<file path="config.mk">
export PLATFORM = sky130hd
export DESIGN_NAME = command_slot_allocator_core
export DESIGN_NICKNAME = d
export VERILOG_FILES = /design/src/rtl/csa_pkg.sv /design/src/rtl/command_slot_allocator_core.sv /design/src/rtl/csa_rec_mem.sv /design/src/rtl/csa_ctrl.sv
export SDC_FILE = /design/constraint.sdc
export NUM_CORES = 2
export LEC_CHECK = 0
export BUFFER_PORTS_ARGS = -buffer_cell sky130_fd_sc_hd__buf_2
export CAP_MARGIN = 20
export CORE_ASPECT_RATIO = 0.9
export CORE_MARGIN = 2
export CORE_UTILIZATION = 59
export CTS_CLUSTER_SIZE = 24
export DETAILED_ROUTE_END_ITERATION = 8
export HOLD_SLACK_MARGIN = 0.06
export PLACE_DENSITY_LB_ADDON = 0.05
export RECOVER_POWER = 50
export SETUP_SLACK_MARGIN = 0.1
export SYNTH_ARGS = -nofsm -noshare
export SYNTH_HDL_FRONTEND = slang
export SYNTH_SLANG_ARGS = --single-unit
</file>
<file path="constraint.sdc">
create_clock -name clk -period 21.2 [get_ports clk]
set_input_delay 1.06 -clock clk [delete_from_list [all_inputs] [get_ports clk]]
set_output_delay 1.06 -clock clk [all_outputs]
set_load 0.005 [all_outputs]
</file>
<file path="src/rtl/csa_pkg.sv">
// Shared types and codes for the command slot allocator.
package csa_pkg;

    localparam int SLOT_AW = 5;

    typedef enum logic [2:0] {
        CMD_ALLOC = 3'd0,
        CMD_FREE  = 3'd1,
        CMD_MARK  = 3'd2,
        CMD_CHECK = 3'd3,
        CMD_READ  = 3'd4
    } csa_cmd_t;

    typedef enum logic [1:0] {
        OUT_OK         = 2'd0,
        OUT_NO_FREE    = 2'd1,
        OUT_BAD_INDEX  = 2'd2,
        OUT_NOT_IN_USE = 2'd3
    } csa_outcome_t;

    typedef struct packed {
        logic signed [15:0] result;
        logic [7:0]         status;
        logic [7:0]         error;
    } csa_rec_t;

    typedef struct packed {
        logic               rd_en;
        logic               wr_en;
        logic               clr_en;
        logic [SLOT_AW-1:0] addr;
        csa_rec_t           wdata;
    } csa_mem_req_t;

    typedef struct packed {
        logic [2:0]         command;
        logic [5:0]         slot_index;
        logic signed [15:0] result_code;
        logic [31:0]        active_word;
        logic [7:0]         device_status;
        logic [7:0]         device_error;
    } csa_cmd_word_t;

    typedef struct packed {
        csa_outcome_t outcome;
        logic [4:0]   granted_slot;
        logic [31:0]  newly_done_mask;
        logic [31:0]  busy_mask;
        logic [31:0]  done_mask;
        logic [5:0]   busy_count;
        logic [31:0]  done_total;
        logic         record_done;
        csa_rec_t     record;
    } csa_result_t;

endpackage

</file>
<file path="src/rtl/command_slot_allocator_core.sv">
// Command slot allocator top level: stream ports, output register, sequencer and records.
//
// Allocates, frees, completes and reads up to NUM_SLOTS command slots. One word is taken
// at a time. Allocate, free, unknown commands and mark or read words rejected for their
// slot go from acceptance straight to the result state; mark and read first pass through
// a wait state for the registered read of the record memory, and check first runs a sweep
// that writes each newly completed slot's record through the memory's single write port.
// Each result word sits in an output register, so the next word is accepted while it waits.
module command_slot_allocator_core
    import csa_pkg::*;
#(
    parameter int NUM_SLOTS = 32
)
(
    input  logic         clk,
    input  logic         rst_n,
    input  logic         s_tvalid,
    output logic         s_tready,
    // slot_index[5:0], result_code[21:6], active_word[53:22], device_status[61:54],
    // device_error[69:62], zero pad
    input  logic [71:0]  s_tdata,
    // command[2:0]
    input  logic [2:0]   s_tuser,
    output logic         m_tvalid,
    input  logic         m_tready,
    // granted_slot[4:0], newly_done_mask[36:5], busy_mask[68:37], done_mask[100:69],
    // busy_count[106:101], done_total[138:107], record_done[139], record_result[155:140],
    // record_status[163:156], record_error[171:164], zero pad
    output logic [175:0] m_tdata,
    // outcome[1:0]
    output logic [1:0]   m_tuser
);

    localparam int IW = (NUM_SLOTS > 1) ? $clog2(NUM_SLOTS) : 1;

    csa_cmd_word_t cmd;
    csa_result_t   res;
    csa_mem_req_t  mem_req;
    csa_rec_t      mem_rdata;
    logic          res_valid;
    logic          res_ready;

    logic          m_tvalid_reg, m_tvalid_next;
    logic [175:0]  m_tdata_reg, m_tdata_next;
    csa_outcome_t  m_tuser_reg, m_tuser_next;

    assign cmd.command       = s_tuser;
    assign cmd.slot_index    = s_tdata[5:0];
    assign cmd.result_code   = s_tdata[21:6];
    assign cmd.active_word   = s_tdata[53:22];
    assign cmd.device_status = s_tdata[61:54];
    assign cmd.device_error  = s_tdata[69:62];

    csa_ctrl #(
        .NUM_SLOTS (NUM_SLOTS),
        .IW        (IW)
    ) u_ctrl (
        .clk       (clk),
        .rst_n     (rst_n),
        .cmd_valid (s_tvalid),
        .cmd_ready (s_tready),
        .cmd       (cmd),
        .res_valid (res_valid),
        .res_ready (res_ready),
        .res       (res),
        .mem_req   (mem_req),
        .mem_rdata (mem_rdata)
    );

    csa_rec_mem #(
        .DEPTH (NUM_SLOTS),
        .AW    (IW)
    ) u_rec_mem (
        .clk   (clk),
        .rst_n (rst_n),
        .req   (mem_req),
        .rdata (mem_rdata)
    );

    assign res_ready = !m_tvalid_reg || m_tready;

    always_comb
    begin
        m_tvalid_next = m_tvalid_reg;
        m_tdata_next  = m_tdata_reg;
        m_tuser_next  = m_tuser_reg;
        if (m_tvalid_reg && m_tready)
        begin
            m_tvalid_next = 1'b0;
        end
        if (res_valid && res_ready)
        begin
            m_tvalid_next = 1'b1;
            m_tuser_next  = res.outcome;
            m_tdata_next  = {4'b0, res.record.error, res.record.status, res.record.result,
                             res.record_done, res.done_total, res.busy_count, res.done_mask,
                             res.busy_mask, res.newly_done_mask, res.granted_slot};
        end
    end

    always_ff @(posedge clk or negedge rst_n)
    begin
        if (!rst_n)
        begin
            m_tvalid_reg <= 1'b0;
        end
        else
        begin
            m_tvalid_reg <= m_tvalid_next;
        end
    end

    always_ff @(posedge clk)
    begin
        m_tdata_reg <= m_tdata_next;
        m_tuser_reg <= m_tuser_next;
    end

    assign m_tvalid = m_tvalid_reg;
    assign m_tdata  = m_tdata_reg;
    assign m_tuser  = m_tuser_reg;

endmodule

</file>
<file path="src/rtl/csa_rec_mem.sv">
// Per-slot record memory with registered read and per-entry valid bits.
module csa_rec_mem
    import csa_pkg::*;
#(
    parameter int DEPTH = 32,
    parameter int AW    = 5
)
(
    input  logic         clk,
    input  logic         rst_n,
    input  csa_mem_req_t req,
    output csa_rec_t     rdata
);

    csa_rec_t         mem [DEPTH];
    csa_rec_t         rdata_reg;
    logic [DEPTH-1:0] vld_reg;
    logic             rvld_reg;
    logic [AW-1:0]    addr;

    assign addr = req.addr[AW-1:0];

    always_ff @(posedge clk)
    begin
        if (req.wr_en)
        begin
            mem[addr] <= req.wdata;
        end
        if (req.rd_en)
        begin
            rdata_reg <= mem[addr];
        end
    end

    // an entry never written, or cleared by free, reads as zero
    always_ff @(posedge clk or negedge rst_n)
    begin
        if (!rst_n)
        begin
            vld_reg  <= '0;
            rvld_reg <= 1'b0;
        end
        else
        begin
            if (req.wr_en)
            begin
                vld_reg[addr] <= 1'b1;
            end
            else if (req.clr_en)
            begin
                vld_reg[addr] <= 1'b0;
            end
            if (req.rd_en)
            begin
                rvld_reg <= vld_reg[addr];
            end
        end
    end

    assign rdata = rvld_reg ? rdata_reg : '0;

endmodule

</file>
<file path="src/rtl/csa_ctrl.sv">
// Command sequencer: slot maps, counters and record memory accesses.
module csa_ctrl
    import csa_pkg::*;
#(
    parameter int NUM_SLOTS = 32,
    parameter int IW        = 5
)
(
    input  logic          clk,
    input  logic          rst_n,
    input  logic          cmd_valid,
    output logic          cmd_ready,
    input  csa_cmd_word_t cmd,
    output logic          res_valid,
    input  logic          res_ready,
    output csa_result_t   res,
    output csa_mem_req_t  mem_req,
    input  csa_rec_t      mem_rdata
);

    typedef enum logic [3:0] {
        ST_IDLE   = 4'b0001,
        ST_RDWAIT = 4'b0010,
        ST_SWEEP  = 4'b0100,
        ST_RESULT = 4'b1000
    } state_t;

    state_t                 state_reg, state_next;
    logic [NUM_SLOTS-1:0]   in_use_reg, in_use_next;
    logic [NUM_SLOTS-1:0]   done_map_reg, done_map_next;
    logic [NUM_SLOTS-1:0]   newly_reg, newly_next;
    logic [5:0]             active_cnt_reg, active_cnt_next;
    logic [31:0]            total_reg, total_next;
    logic [IW-1:0]          cnt_reg, cnt_next;
    csa_outcome_t           outcome_reg, outcome_next;
    logic [4:0]             granted_reg, granted_next;
    logic                   rdone_reg, rdone_next;
    csa_rec_t               rec_reg, rec_next;
    logic [2:0]             cmd_reg, cmd_next;
    logic [SLOT_AW-1:0]     idx_reg, idx_next;
    logic signed [15:0]     res_code_reg, res_code_next;
    logic [7:0]             st_reg, st_next;
    logic [7:0]             er_reg, er_next;

    logic                   idx_ok;
    logic [NUM_SLOTS-1:0]   idx_onehot;
    logic [NUM_SLOTS-1:0]   free_bits;
    logic [NUM_SLOTS-1:0]   lowest_free;
    logic [NUM_SLOTS-1:0]   check_bits;
    logic [4:0]             grant_idx;

    assign idx_ok    = {1'b0, cmd.slot_index} < 7'(NUM_SLOTS);
    assign free_bits = ~in_use_reg;
    // isolate the lowest set bit
    assign lowest_free = free_bits & (~free_bits + 1'b1);
    assign check_bits  = in_use_reg & ~done_map_reg & ~cmd.active_word[NUM_SLOTS-1:0];

    always_comb
    begin
        idx_onehot = '0;
        grant_idx  = '0;
        for (int i = 0; i < NUM_SLOTS; i++)
        begin
            idx_onehot[i] = idx_ok && (cmd.slot_index == 6'(i));
            grant_idx     = grant_idx | (lowest_free[i] ? 5'(i) : 5'd0);
        end
    end

    always_comb
    begin
        state_next      = state_reg;
        in_use_next     = in_use_reg;
        done_map_next   = done_map_reg;
        newly_next      = newly_reg;
        active_cnt_next = active_cnt_reg;
        total_next      = total_reg;
        cnt_next        = cnt_reg;
        outcome_next    = outcome_reg;
        granted_next    = granted_reg;
        rdone_next      = rdone_reg;
        rec_next        = rec_reg;
        cmd_next        = cmd_reg;
        idx_next        = idx_reg;
        res_code_next   = res_code_reg;
        st_next         = st_reg;
        er_next         = er_reg;
        mem_req         = '0;
        cmd_ready       = 1'b0;
        res_valid       = 1'b0;

        case (state_reg)
            ST_IDLE:
            begin
                cmd_ready = 1'b1;
                if (cmd_valid)
                begin
                    cmd_next      = cmd.command;
                    idx_next      = cmd.slot_index[SLOT_AW-1:0];
                    res_code_next = cmd.result_code;
                    st_next       = cmd.device_status;
                    er_next       = cmd.device_error;
                    newly_next    = '0;
                    rdone_next    = 1'b0;
                    rec_next      = '0;
                    granted_next  = '0;
                    outcome_next  = OUT_OK;
                    state_next    = ST_RESULT;
                    mem_req.addr  = cmd.slot_index[SLOT_AW-1:0];
                    case (cmd.command)
                        CMD_ALLOC:
                        begin
                            if (free_bits == '0)
                            begin
                                outcome_next = OUT_NO_FREE;
                            end
                            else
                            begin
                                in_use_next     = in_use_reg | lowest_free;
                                granted_next    = grant_idx;
                                active_cnt_next = active_cnt_reg + 6'd1;
                            end
                        end
                        CMD_FREE:
                        begin
                            if (!idx_ok)
                            begin
                                outcome_next = OUT_BAD_INDEX;
                            end
                            else if ((in_use_reg & idx_onehot) == '0)
                            begin
                                outcome_next = OUT_NOT_IN_USE;
                            end
                            else
                            begin
                                in_use_next     = in_use_reg & ~idx_onehot;
                                done_map_next   = done_map_reg & ~idx_onehot;
                                active_cnt_next = active_cnt_reg - 6'd1;
                                mem_req.clr_en  = 1'b1;
                            end
                        end
                        CMD_MARK:
                        begin
                            if (!idx_ok)
                            begin
                                outcome_next = OUT_BAD_INDEX;
                            end
                            else if ((in_use_reg & idx_onehot) == '0)
                            begin
                                outcome_next = OUT_NOT_IN_USE;
                            end
                            else
                            begin
                                // read the record so status and error survive the merge
                                done_map_next = done_map_reg | idx_onehot;
                                total_next    = total_reg + 32'd1;
                                mem_req.rd_en = 1'b1;
                                state_next    = ST_RDWAIT;
                            end
                        end
                        CMD_CHECK:
                        begin
                            done_map_next = done_map_reg | check_bits;
                            newly_next    = check_bits;
                            cnt_next      = '0;
                            state_next    = ST_SWEEP;
                        end
                        CMD_READ:
                        begin
                            if (!idx_ok)
                            begin
                                outcome_next = OUT_BAD_INDEX;
                            end
                            else
                            begin
                                rdone_next    = |(done_map_reg & idx_onehot);
                                mem_req.rd_en = 1'b1;
                                state_next    = ST_RDWAIT;
                            end
                        end
                        default:
                        begin
                        end
                    endcase
                end
            end
            ST_RDWAIT:
            begin
                if (cmd_reg == CMD_MARK)
                begin
                    mem_req.wr_en = 1'b1;
                    mem_req.addr  = idx_reg;
                    mem_req.wdata = '{result: res_code_reg,
                                      status: mem_rdata.status,
                                      error:  mem_rdata.error};
                end
                else
                begin
                    rec_next = mem_rdata;
                end
                state_next = ST_RESULT;
            end
            ST_SWEEP:
            begin
                // at most one record write per slot, for newly completed slots only, through the single write port
                if (newly_reg[cnt_reg])
                begin
                    mem_req.wr_en = 1'b1;
                    mem_req.addr  = SLOT_AW'(cnt_reg);
                    mem_req.wdata = '{result: 16'sd0, status: st_reg, error: er_reg};
                    total_next    = total_reg + 32'd1;
                end
                if (cnt_reg == IW'(NUM_SLOTS - 1))
                begin
                    state_next = ST_RESULT;
                end
                else
                begin
                    cnt_next = cnt_reg + 1'b1;
                end
            end
            ST_RESULT:
            begin
                res_valid = 1'b1;
                if (res_ready)
                begin
                    state_next = ST_IDLE;
                end
            end
            default:
            begin
                state_next = ST_IDLE;
            end
        endcase
    end

    always_ff @(posedge clk or negedge rst_n)
    begin
        if (!rst_n)
        begin
            state_reg      <= ST_IDLE;
            in_use_reg     <= '0;
            done_map_reg   <= '0;
            active_cnt_reg <= '0;
            total_reg      <= '0;
        end
        else
        begin
            state_reg      <= state_next;
            in_use_reg     <= in_use_next;
            done_map_reg   <= done_map_next;
            active_cnt_reg <= active_cnt_next;
            total_reg      <= total_next;
        end
    end

    always_ff @(posedge clk)
    begin
        newly_reg    <= newly_next;
        cnt_reg      <= cnt_next;
        outcome_reg  <= outcome_next;
        granted_reg  <= granted_next;
        rdone_reg    <= rdone_next;
        rec_reg      <= rec_next;
        cmd_reg      <= cmd_next;
        idx_reg      <= idx_next;
        res_code_reg <= res_code_next;
        st_reg       <= st_next;
        er_reg       <= er_next;
    end

    assign res.outcome         = outcome_reg;
    assign res.granted_slot    = granted_reg;
    assign res.newly_done_mask = 32'(newly_reg);
    assign res.busy_mask       = 32'(in_use_reg);
    assign res.done_mask       = 32'(done_map_reg);
    assign res.busy_count      = active_cnt_reg;
    assign res.done_total      = total_reg;
    assign res.record_done     = rdone_reg;
    assign res.record          = rec_reg;

    a_count_matches_map: assert property (@(posedge clk) disable iff (!rst_n)
        32'(active_cnt_reg) == 32'($countones(in_use_reg)))
        else $error("busy count out of step with in-use map");

    a_done_within_busy: assert property (@(posedge clk) disable iff (!rst_n)
        (done_map_reg & ~in_use_reg) == '0)
        else $error("completed slot that is not in use");

    a_check_sweeps: assert property (@(posedge clk) disable iff (!rst_n)
        cmd_valid && cmd_ready && (cmd.command == CMD_CHECK) |=> state_reg == ST_SWEEP)
        else $error("check did not start the record sweep");

    a_no_read_in_sweep: assert property (@(posedge clk) disable iff (!rst_n)
        (state_reg == ST_SWEEP) |-> !mem_req.rd_en && !mem_req.clr_en)
        else $error("record memory read or cleared during sweep");

endmodule

</file>
Word level (Yosys, flattened, before mapping). Memory sizes are Yosys's and may differ from the RTL's. A register that Yosys moved wholly into a read port is not among the register bits. Index checks and enable logic that the tools add are counted.

Memories kept: 1. Input port bits: 79. Bits in latches: 0. Logic and storage cells: 297. Flip-flop bits (word level): 431. RAM bits: 1024. Bits in read-only memories: 0. Output and inout bits: 180.

$add $sub $neg: 5. Reductions and logical operators: 58. Multiplexer cells: 101. Div/mod/pow operators: 0. Bitwise logic cells: 49. Shifts and indexed selects: 0. Eq/ne operators: 56. Multipliers: 0. $lt $le $gt $ge: 4.

Memories: u_rec_mem.mem (words 32, bits a word 32, rd ports 1, clocked after Yosys merged registers in 1, wr ports 1, line csa_rec_mem.sv:15) `csa_rec_t mem [DEPTH];`.

Operators by type and width (count): 32-bit two-way mux (17); 32-bit AND (8); 32-bit one-hot mux with 2 select lines (4); 32-bit NOT (6); 5-bit bitwise OR (30); 32-bit bitwise OR (4); 6-bit by 5-bit == test with 1-bit output (second input constant) (16); 32-bit one-hot mux with 3 select lines (1); 5-bit two-way mux (19); 37-bit two-way mux (2); 32-bit by 1-bit adder with 32-bit output (second input constant) (2); 32-bit logical NOT (2); 4-bit two-way mux (14); 6-bit by 4-bit == test with 1-bit output (second input constant) (8); 1-bit logical AND (35); 32-bit OR reduction (1); 6-bit by 3-bit == test with 1-bit output (second input constant) (4); 6-bit two-way mux (4); 1-bit two-way mux (20); 2-bit inequality test (second input constant) (10); 4-bit one-hot mux with 4 select lines (1); 5-bit one-hot mux with 3 select lines (1); 6-bit by 2-bit == test with 1-bit output (second input constant) (2); 5-bit by 6-bit < comparator with 1-bit output (second input constant) (2); other kinds (37) (60).

Longest topological paths before layout.
Word-level depth: 35. Mapped depth: 14. Mapped depth without buffers: 11.

Hierarchy. From an unflattened synthesis, not the netlist that was laid out.

Cell total of the unflattened synthesis: 3157. Area total of the unflattened synthesis: 58782.6 um^2.

Modules (own cells, without submodules): csa_rec_mem (sequential area each 32536.2 um^2, area each 41068.1 um^2, cells an instance 1786, instances 1); csa_ctrl (sequential area each 6167.2 um^2, area each 12401.9 um^2, cells an instance 1188, instances 1); command_slot_allocator_core (sequential area each 5250.0 um^2, area each 5312.6 um^2, cells an instance 183, instances 1).

Worst setup path before layout. OpenSTA, ideal clock, no wires.

Path kind: input-to-reg. From: input port m_tready. To: register m_tdata_reg[0], in the netlist m_tdata[0] (enable). Required time: 20.471 ns. Stages: 2. Arrival: 8.842 ns. Library setup time: 0.729 ns. Path buffers: 0. Setup slack: 11.629 ns. Path through: nand2b_1 nor2b_1.

Cells in the longest elaborated chain, start to end: 2.

RTL lines: start: declaration (line command_slot_allocator_core.sv:25) `input logic m_tready,`; 1-bit logical OR (line command_slot_allocator_core.sv:80) `assign res_ready = !m_tvalid_reg || m_tready;`; 1-bit logical AND (line command_slot_allocator_core.sv:91) `if (res_valid && res_ready)`; end signal: assignment (line command_slot_allocator_core.sv:115) `m_tdata_reg <= m_tdata_next;`; end: declaration (line command_slot_allocator_core.sv:44) `logic [175:0] m_tdata_reg, m_tdata_next;`.

No other way between the ends. A chain may end at the register's enable or synchronous reset.

Worst setup path after layout.
From: register u_ctrl.state_reg[0]. To: memory u_rec_mem.mem[16][23] (netlist name) (enable).

Cells in the longest elaborated chain, start to end: 4. Elaborated cells on any way between the ends: 7. Those cells by class: 3 x eq/ne; 4 x mux.

RTL lines: start: declaration (line csa_ctrl.sv:28) `state_t state_reg, state_next;`; start signal: assignment (line csa_ctrl.sv:248) `state_reg <= state_next;`; 4-bit by 3-bit == test with 1-bit output / 4-bit by 2-bit == test with 1-bit output (equally long branches) (line csa_ctrl.sv:91) `case (state_reg)`; 1-bit one-hot mux with 2 select lines (line csa_ctrl.sv:91); 1-bit two-way mux (line csa_rec_mem.sv:25) `if (req.wr_en)`; 1-bit two-way mux (not written as such) (line csa_rec_mem.sv:27) `mem[addr] <= req.wdata;`; end: declaration (line csa_rec_mem.sv:15).

Several ways; a longest one is shown, not always the timed one.

==> metrics.yaml <==
logic_synthesis:
  ys_top_cells_by_area: "edfxtp_1, mux4_2, dfrtp_1"
  synth_edf_count: 1347
  synth_area_um2: 57540
  synthArstFlopShare_pct: 9.415
  ys_seq_area_share_pct: 76.38
  ys_types: 88
  synth.top_cell.area_share_pct: 70.29
  synthCells: 3019
  avgSynthCellArea_um2: 19.06
  synth_warnings: 0
  synthFlopType: "edfxtp_1"
  ys_seq_elements: 1487
  synth_area_leader_cell: "edfxtp_1"
grt:
  overflow: 0
  antenna_found_initial: 3
  grt_pass1_vias: 31100
  grt_use_total_pct: 30.35
  grt_max_degree: 175
  grt_pass1_wl_mm: 216.6
setup_path:
  start_kind: "register"
  crit_type: "register to register"
  crit_fanout: 53
  path_cells: "or4b_1 > inv_1 > nand2_1 > clkinvlp_2 > clkbuf_1 > a22oi_1 > o21ai_1 > nand3_1 > nor2_4 > buf_4"
  cp_slowest_cell: "clkbuf_1"
  cp.required_ns: 21.58
  critPathCaptureType: "register"
  cp.arrival_ns: 9.52
  max_stage_delay_ns: 2.60
clock_network:
  cts_root_buf: "clkbuf_16"
  clock_latency_ns: 0.77
  cts_tree: "yes"
  post_cts_resized: 0
  h-tree-depth: 4
  numCtsBuffers: 145
  cts.sinks: 1487
  path_clk_slew_ns: 0.06
  cts_setup_buffers: 0
  holdBufCountCts: 0
  clockBufferDepth: 3
layout:
  synthToLayoutAreaGrowth_pct: 13.10
  largest_reg_flops: 1024
  layout.nets: 3417
  fill_cells: 6390
  final_common_cell: "edfxtp_1"
  drive_above_1_share_pct: 21.95
  final_cell_mix: "edfxtp_1, mux4_2, o21ai_0"
timing:
  timing.final.ws_setup_ns: 12.06
  setup_viol_count_final: 0
  fin_worst_skew_ns: 0.02797
  fin_setup_tns_ns: 0
  timing.fmax_ghz: 0.1094
  slew_viol_final: 576
  min_period_ns: 9.144
  rsz0062_at_grt: "no"
  hold_violations: 0
  worst_pin_slew_ns: 9.714
  relSlewSlack_pct: -547.6
  period_share_pct: 43.13
pwr:
  p_comb_share_pct: 7.3
  p_seq_share_pct: 52.3
  p_leak_uw: 0.02208
  sw_frac_of_total_pct: 22.35
  cellPowerDensity_nw_per_um2: 97.50
  clkPwrFrac_pct: 40.3
  switching_power_uw: 1418
  internal_power_uw: 4927
  ir_drop_uv: 72.61
floorplanning:
  core_area_um2: 96480
  initial_core_util_pct: 59.64
  row_count: 108
  ios: 259
  die_w_um: 333.2
  die_area_um2: 100000
  chipHeight_um: 300.3
placement:
  io_buffers: 252
  place_ws_ns: 13.90
  gp_congestion: 0.8756
  dp_hpwl_mm: 82.25
detailed_routing:
  vias: 31710
  drc: 0
  drt_iter0_markers: 4081
  vias_per_cell: 6.723
  drt-total-wl_mm: 149.8
  first_pass_iters: 6
  ant_nets: 0
  routedWlPerCell_um: 31.77
job:
  drv_cap: 9
worst_hold_path:
  hold_class: "register to register"
run_status:
  outcome: "finished with violations"
  violations: "max-capacitance violations, max-slew violations"
[cells in the mapped netlist (42+ instances only)]
| cell | n |
|---|---|
| mux2i_1 | 44 |
| a21oi_1 | 42 |
| dfrtp_1 | 139 |
| a22oi_1 | 130 |
| and3_1 | 65 |
| nand4_1 | 46 |
| buf_2 | 42 |
| mux4_2 | 253 |
| edfxtp_1 | 1347 |
| clkbuf_1 | 82 |
| nand2_1 | 112 |
| nor2_1 | 75 |
| o21ai_0 | 166 |
[per-layer routing]
layer  share of wire (%)  GRT usage (%)  up-vias
li1                    -              -    13050
met3                 8.7          5.443      263
met2                  48          48.18     1758
met5                   0              0        -
met1                  40          43.83    16630
met4                 3.0          9.438        0
[cell type report]
class / count / area [um2] / area share, %
clock buffers: 185 / 3925 / 6.031
multi-input cells: 1328 / 12890 / 19.81
repair buffers: 339 / 1808 / 2.778
diodes: 2 / 5.005 / 0.007690
clock inverters: 81 / 805.8 / 1.238
inverters: 29 / 110.1 / 0.1692
well taps: 1265 / 1583 / 2.432
flip-flops and latches: 1487 / 43950 / 67.54
[power groups by stage]
stage | clock network (uW) | logic, uW | registers [uW]
final | 2560 | 465 | 3320
after global routing | 2700 | 499 | 3330
after CTS | 2590 | 471 | 3310
after detailed placement | 0 | 470 | 3370
after global placement | 0 | 463 | 3370
after floorplan | 0 | 315 | 3360
[final timing paths]
path	slack (ns)	cells after the start	startpoint	to
worst min register to register	0.39	0	u_ctrl.res[14]	m_tdata[162]
min in group asynchronous	2.34	1	rst_n	u_ctrl.active_cnt_reg[5]
max in group asynchronous	14.54	2	rst_n	u_ctrl.total_reg[16]
worst max register to register	12.06	10	u_ctrl.state_reg[0]	u_rec_mem.mem[16][23]
worst min-delay path	0.39	0	u_ctrl.res[14]	m_tdata[162]
worst max-delay path	12.06	10	u_ctrl.state_reg[0]	u_rec_mem.mem[16][23]
[per-stage QoR]
step	utilization [%]	cell area, um2	cells	hold WS [ns]	total power [uW]
global placement	62.64	60440	4440	0.4034	3828
floorplan	-	57550	3022	0.4003	3672
detailed placement	62.69	60480	4442	0.4054	3840
finish	67.45	65080	4716	0.3948	6345
CTS	67.59	65210	4708	0.4054	6370
global route	67.45	65080	4715	0.4118	6528
[critical path: cells and delay by family, from the launching register on]
kind,cells,cell delay (ns)
AO/OA/AOI/OAI,2,0.99
flip-flops,1,0.56
AND/OR/NAND/NOR,4,2.29
buffers and inverters,4,4.84
[cells by family after synthesis]
kind of cell	after synthesis	share of synthesized area (%)
flops	1487	76.38
fa+ha+maj	8	0.1870
simple gates	473	4.512
mux	304	10.85
buf+inv	207	1.790
compound gates	500	5.677
other cells	1	0.006517
xor+xnor	39	0.5936
Note: power is estimated with default switching activity, not from simulation.
